### src/rtl/rfalu_pkg.sv
package rfalu_pkg;

    localparam int DATA_W = 64;
    localparam int IDX_W  = 8;
    localparam int FUNC_W = 5;
    localparam int IMM_W  = 32;

    localparam logic [FUNC_W-1:0] FN_ADD  = 5'd0;
    localparam logic [FUNC_W-1:0] FN_SUB  = 5'd1;
    localparam logic [FUNC_W-1:0] FN_MUL  = 5'd2;
    localparam logic [FUNC_W-1:0] FN_DIV  = 5'd3;
    localparam logic [FUNC_W-1:0] FN_MOD  = 5'd4;
    localparam logic [FUNC_W-1:0] FN_AND  = 5'd5;
    localparam logic [FUNC_W-1:0] FN_OR   = 5'd6;
    localparam logic [FUNC_W-1:0] FN_XOR  = 5'd7;
    localparam logic [FUNC_W-1:0] FN_SHL  = 5'd8;
    localparam logic [FUNC_W-1:0] FN_SAR  = 5'd9;
    localparam logic [FUNC_W-1:0] FN_SHR  = 5'd10;
    localparam logic [FUNC_W-1:0] FN_CMP3 = 5'd11;
    localparam logic [FUNC_W-1:0] FN_CMP3B = 5'd12;
    localparam logic [FUNC_W-1:0] FN_LAND = 5'd13;
    localparam logic [FUNC_W-1:0] FN_LOR  = 5'd14;
    localparam logic [FUNC_W-1:0] FN_EQ   = 5'd15;
    localparam logic [FUNC_W-1:0] FN_NE   = 5'd16;
    localparam logic [FUNC_W-1:0] FN_LT   = 5'd17;
    localparam logic [FUNC_W-1:0] FN_GT   = 5'd18;
    localparam logic [FUNC_W-1:0] FN_LE   = 5'd19;
    localparam logic [FUNC_W-1:0] FN_GE   = 5'd20;
    localparam logic [FUNC_W-1:0] FN_ZERO = 5'd21;
    localparam logic [FUNC_W-1:0] FN_UNUSED_TOP = 5'd31;

    typedef struct packed {
        logic [FUNC_W-1:0] func;
        logic              wide;
        logic [IDX_W-1:0]  dest;
    } op_t;

endpackage

### src/rtl/rfalu_div.sv
// Unsigned restoring divider, one quotient bit per cycle.
module rfalu_div (
    input  logic        aclk,
    input  logic        aresetn,
    input  logic        start,
    input  logic [63:0] dividend,
    input  logic [63:0] divisor,
    output logic        done,
    output logic [63:0] quot,
    output logic [63:0] rem
);
    import rfalu_pkg::*;

    logic [63:0] q_reg, q_next, r_reg, r_next, d_reg, d_next;
    logic [6:0]  cnt_reg, cnt_next;
    logic        busy_reg, busy_next;
    logic [64:0] trial;
    logic [64:0] shifted;

    always_comb begin
        q_next    = q_reg;
        r_next    = r_reg;
        d_next    = d_reg;
        cnt_next  = cnt_reg;
        busy_next = busy_reg;
        done      = 1'b0;
        shifted   = {r_reg, q_reg[63]};
        trial     = shifted - {1'b0, d_reg};
        if (start) begin
            q_next    = dividend;
            r_next    = '0;
            d_next    = divisor;
            cnt_next  = 7'd0;
            busy_next = 1'b1;
        end else if (busy_reg) begin
            if (trial[64]) begin
                r_next = shifted[63:0];
                q_next = {q_reg[62:0], 1'b0};
            end else begin
                r_next = trial[63:0];
                q_next = {q_reg[62:0], 1'b1};
            end
            cnt_next = cnt_reg + 7'd1;
            if (cnt_reg == 7'd63) begin
                busy_next = 1'b0;
                done      = 1'b1;
            end
        end
    end

    assign quot = q_next;
    assign rem  = r_next;

    always_ff @(posedge aclk) begin
        if (!aresetn) begin
            busy_reg <= 1'b0;
            cnt_reg  <= '0;
        end else begin
            busy_reg <= busy_next;
            cnt_reg  <= cnt_next;
        end
        q_reg <= q_next;
        r_reg <= r_next;
        d_reg <= d_next;
    end
endmodule

### config.mk
export PLATFORM = sky130hd
export DESIGN_NAME = rfalu_div
export DESIGN_NICKNAME = d
export VERILOG_FILES = /design/src/rtl/rfalu_pkg.sv /design/src/rtl/rfalu_div.sv
export SDC_FILE = /design/constraint.sdc
export NUM_CORES = 1
export LEC_CHECK = 0
export ABC_AREA = 0
export CELL_PAD_IN_SITES_DETAIL_PLACEMENT = 1
export CELL_PAD_IN_SITES_GLOBAL_PLACEMENT = 2
export CORE_UTILIZATION = 39
export CTS_BUF_LIST = sky130_fd_sc_hd__clkbuf_8 sky130_fd_sc_hd__clkbuf_16
export DETAILED_ROUTE_END_ITERATION = 7
export DONT_BUFFER_PORTS = 1
export GPL_ROUTABILITY_DRIVEN = 0
export PLACE_DENSITY = 0.9
export SLEW_MARGIN = 10
export SYNTH_ARGS = -nofsm -noshare
export SYNTH_HDL_FRONTEND = slang
export SYNTH_SLANG_ARGS = --single-unit
### constraint.sdc
create_clock -name aclk -period 4.7 [get_ports aclk]
set_input_delay 0.47 -clock aclk [delete_from_list [all_inputs] [get_ports aclk]]
set_output_delay 0.47 -clock aclk [all_outputs]
set_load 0.01 [all_outputs]
==> Word-level counts from Yosys, hierarchy flattened <==
Index checks and enable logic that the tools add are counted.
W data, S select, Z words.
{ "word_totals": {"word_cells": 22, "output_inout_bits": 129, "ff_bits": 200, "inputBits": 131} }
{ "op_classes": {"reduce_logical": 1, "eq_ne": 1, "addsub": 2, "muxes": 12, "n_bitwise": 1} }
{ "ops": {"columns": ["cell", "count"], "rows": [
  ["$mux W64", 5],
  ["$sub A65 B64 Y65", 1],
  ["$add A7 B1 Y7 const B", 1],
  ["$eq A7 B6 Y1 const B", 1],
  ["$mux W1", 7],
  ["$reduce_or A2 Y1", 1],
  ["$not A1 Y1", 1]
]} }

==> Logic depth before layout (Yosys ltp) <==
{ "logic_depth": {"depth_word": 4, "ltp_mapped": 14, "ltp_nobuf": 13} }

==> Worst setup path before layout <==
No wires, ideal clock.
{ "synth_path": {"kind": "reg2out", "startpoint": "reg q_reg[63]", "endpoint": "out rem[44]", "path_buffers": 1, "required_time_ns": 4.230, "arrival_time_ns": 3.593, "path_stages_with_launch": 15, "slack_ns": 0.637, "cell_sequence": "dfxtp_1 > inv_1 > ha_1 > fa_1 > nand2b_1 > a21o_1 > a22o_1 > o31a_1 > o2bb2ai_4 > o21ai_2 > o31ai_4 > xor2_4 > buf_6 > nand4_1 > a311oi_1"} }
{ "synth_via": {"elab_chain_len": 4} }
{ "synth_lines": {"columns": ["item", "line", "rtl"], "rows": [
  ["from (decl)", "rfalu_div.sv:14", "logic [63:0] q_reg, q_next, r_reg, r_next, d_reg, d_next;"],
  ["from (signal assigned)", "rfalu_div.sv:62", "q_reg <= q_next;"],
  ["$sub A65 B64 Y65", "rfalu_div.sv:28", "trial = shifted - {1'b0, d_reg};"],
  ["$mux W64", "rfalu_div.sv:36", "if (trial[64]) begin"],
  ["$mux W64", "rfalu_div.sv:35", "end else if (busy_reg) begin"],
  ["$mux W64", "rfalu_div.sv:29", "if (start) begin"],
  ["to (decl)", "rfalu_div.sv:10", "output logic [63:0] rem"]
]} }
Every way passes these cells.

==> Final worst setup path <==
{ "layout_path": {"startpoint": "reg d_reg[0]", "endpoint": "out rem[2]"} }
{ "layout_via": {"elab_chain_len": 4} }
{ "layout_lines": {"columns": ["item", "line", "rtl"], "rows": [
  ["from (decl)", "rfalu_div.sv:14", null],
  ["from (signal assigned)", "rfalu_div.sv:64", "d_reg <= d_next;"],
  ["$sub A65 B64 Y65", "rfalu_div.sv:28", null],
  ["$mux W64", "rfalu_div.sv:36", null],
  ["$mux W64", "rfalu_div.sv:35", null],
  ["$mux W64", "rfalu_div.sv:29", null]
]} }
Every way passes these cells.

==> flow_metrics.tcl <==
set metrics [dict create \
    status "finished clean" \
    crit_start "d_reg[0]$_DFFE_PP_" \
    p_total_w 0.00502 \
    ir_drop_v 0.000263 \
    cp_slowest_cell "edfxtp_1" \
    grt.overflow.total 0 \
    max-clock-path-buffers 2 \
    hold_viol 0 \
    cp_data_required_time_ns 4.23 \
    dp_hpwl_um 25500 \
    grt_pass1_vias 9920 \
    path_clk_slew_ns 0.09 \
    rsz0062_at_grt "true" \
    num_vias 9719 \
    fmax_ghz 0.217 \
    layout.nets 1492 \
    holdWs_ns 0.0874 \
    multi_input_area_um2 6790 \
    power_density_nw_per_um2 379 \
    die_h_um 175 \
    cts_made_buffers 17 \
    drt_pass1_iterations 4 \
    path_max_fanout 16 \
    core_um2 29600 \
    post-route-period-util_pct 98.1 \
    via_per_inst 5.72 \
    syn-num-nets 1498 \
    post_synth_num_cell_types 68 \
    netlist.top_cell.by_area "dfxtp_1" \
    synth-edff-count 64 \
    arrival_ns 4.14 \
    seq_area_um2 4650 \
    wl_per_cell_um 20.9 \
    r2r_slack_ns 0.93 \
    async_reset_ff_share_pct 0 \
    rr_startpoint "d_reg[0]$_DFFE_PP_" \
    synth_area_um2 11700 \
    r2r.worst_path.cells 15 \
    p_leak_nw 5.34 \
    finalClockSkew_ns 0.0169 \
    yosys.area.top_type_share_pct 23.2 \
    root_buffer "clkbuf_16" \
    ys_seq_area_share_pct 39.6 \
    antenna_found_initial 1 \
    min_period_ns 4.61 \
    maxCapViolCount 0 \
    rows 63 \
    criticalPathCategory "flop to primary output" \
    slew_violations 0 \
    place_ws_ns 0.363 \
    setup_ws_ns 0.0882 \
    clkLatencyLatePin_ns 0.47 \
    critical_path.cell_chain "ha_2, fa_2, nand2b_4, a21o_1, a22o_4, o31a_1, o2bb2ai_4, o21ai_4, o31ai_4, xor2_4, buf_12, buf_16, mux2i_2, a211oi_2, buf_4" \
    cts_tree "built" \
    worstMarginPinSlew_ns 0.967 \
    hold_path.class "primary input to flop" \
    dpl-instance-area_um2 12100 \
    die_area_um2 30800 \
    grt_util_all_layers_pct 22.6 \
    setup-violations-final 0 \
    io_pins 260 \
    startpoint_type "flop" \
    wirelength_um 35500 \
    syn_avg_cell_area_um2 9.02 \
    grt_pass1_wl_um 54100 \
    endpoint "rem[2]" \
    drtAntennaViolNets 0 \
    syn_to_final_growth_pct 12.9 \
    synth_warnings 0 \
    synthTopCellsByArea "dfxtp_1 23%, edfxtp_1 16%, mux2i_1 10%" \
    yosys-top-cells-count "144 x nand2_1, 136 x dfxtp_1, 121 x mux2i_1, 118 x o21ai_0, 102 x nor2_1" \
    drcViolationCount 0 \
    fin_util_pct 44.7 \
    portBuffers 0 \
    r2r-end "r_reg[2]$_DFF_P_" \
    yosysMostFrequentCell "nand2_1" \
    diodes 0 \
    cp-end-kind "primary output" \
    netlist_instances 1301 \
    synth-seq-cells 200 \
    initial_core_util_pct 39.6 \
    drtIter0Drc 389 \
    slowest_delay_ns 0.39 \
    fin_area_um2 13300 \
    cts-hold-fix-buffers 0 \
    drive_gt1_share_pct 10.7 \
    max-slew-margin-rel_pct 35.4 \
    ys.flop_type "dfxtp_1" \
    grt_max_degree 252 \
    htree_num_levels 4 \
    chipWidth_um 175 \
    fillCellCount 3391 \
    cts.sinks 200 \
]
-- cells in the final DEF, fill, tap and decap left out, drive strengths merged, types with 8 or more instances in the layout --
master  instances
edfxtp         64
nand4          26
mux2i         121
nand2         144
nor3           15
xnor2          34
a21o           23
clkbuf         18
nand3           8
ha             65
nor2          102
o211ai         10
a211oi         51
buf            33
a21oi          85
o21bai         14
nand2b          8
dfxtp         136
inv            90
o21ai         120
xor2           28
-- area by class of cell --
type	count	share of cell area (%)
clock buffers	17	3.21
clock inverters	15	1.44
inverters	81	2.29
multi-input cells	960	51.2
flip-flops and latches	200	35.1
well taps	390	3.68
repair buffers	35	3.06
-- metrics by stage --
stage,instances,TNS (ns)
CTS,1690,0
detailed placement,1653,0
global route,1698,-0.747
floorplan,1301,0
finish,1698,0
global placement,1653,0
-- per-layer routing --
layer,up-vias,track usage [%],routed length (µm)
met5,-,0,8
met4,2,8.26,926
met3,47,7.27,2390
met2,271,39.4,17500
met1,4720,25.8,14700
li1,4679,-,-
-- worst max-delay path: cells and delay by family (launching register included) --
family | cells | cell delay [ns]
adders and majority gates | 2 | 0.55
buffers and inverters | 3 | 0.58
muxes | 1 | 0.26
DFF | 1 | 0.39
and+or+nand+nor | 1 | 0.15
xor gates and xnor gates | 1 | 0.20
AOI/OAI and AO/OA | 7 | 1.53
-- power breakdown --
| group | switching, W | total, W | internal, W |
|---|---|---|---|
| registers | 0.000111 | 0.00205 | 0.00194 |
| logic | 0.000858 | 0.00141 | 0.000553 |
| clock network | 0.000825 | 0.00156 | 0.000734 |
-- worst min-delay path by stage --
stage,start,end,slack (ns),cells after the start
after floorplan,cnt_reg[5]$_SDFFE_PP0P_,cnt_reg[5]$_SDFFE_PP0P_,0.46,2
after detailed placement,cnt_reg[5]$_SDFFE_PP0P_,cnt_reg[5]$_SDFFE_PP0P_,0.51,2
final,divisor[11],d_reg[11]$_DFFE_PP_,0.09,0
after global placement,cnt_reg[5]$_SDFFE_PP0P_,cnt_reg[5]$_SDFFE_PP0P_,0.48,2
after CTS,divisor[12],d_reg[12]$_DFFE_PP_,0.06,0
after global routing,divisor[0],d_reg[0]$_DFFE_PP_,0.05,0
-- logic make-up after synthesis --
group                      share of synthesized area [%]
muxes                                               10.3
xor gates and xnor gates                            4.79
adders and majority gates                           7.10
buffers and inverters                               5.29
DFF                                                 39.6
AOI/OAI and AO/OA                                   19.7
and+or+nand+nor                                     13.2
-- repair_timing --
action / CTS / global route
buffers inserted: 2 / 7
resized for setup: 37 / 42
pin swaps: 9 / 24
gates cloned: 3 / 1
endpoints found under the setup margin: 64 / 64
Power figures use the tool's default switching activity.
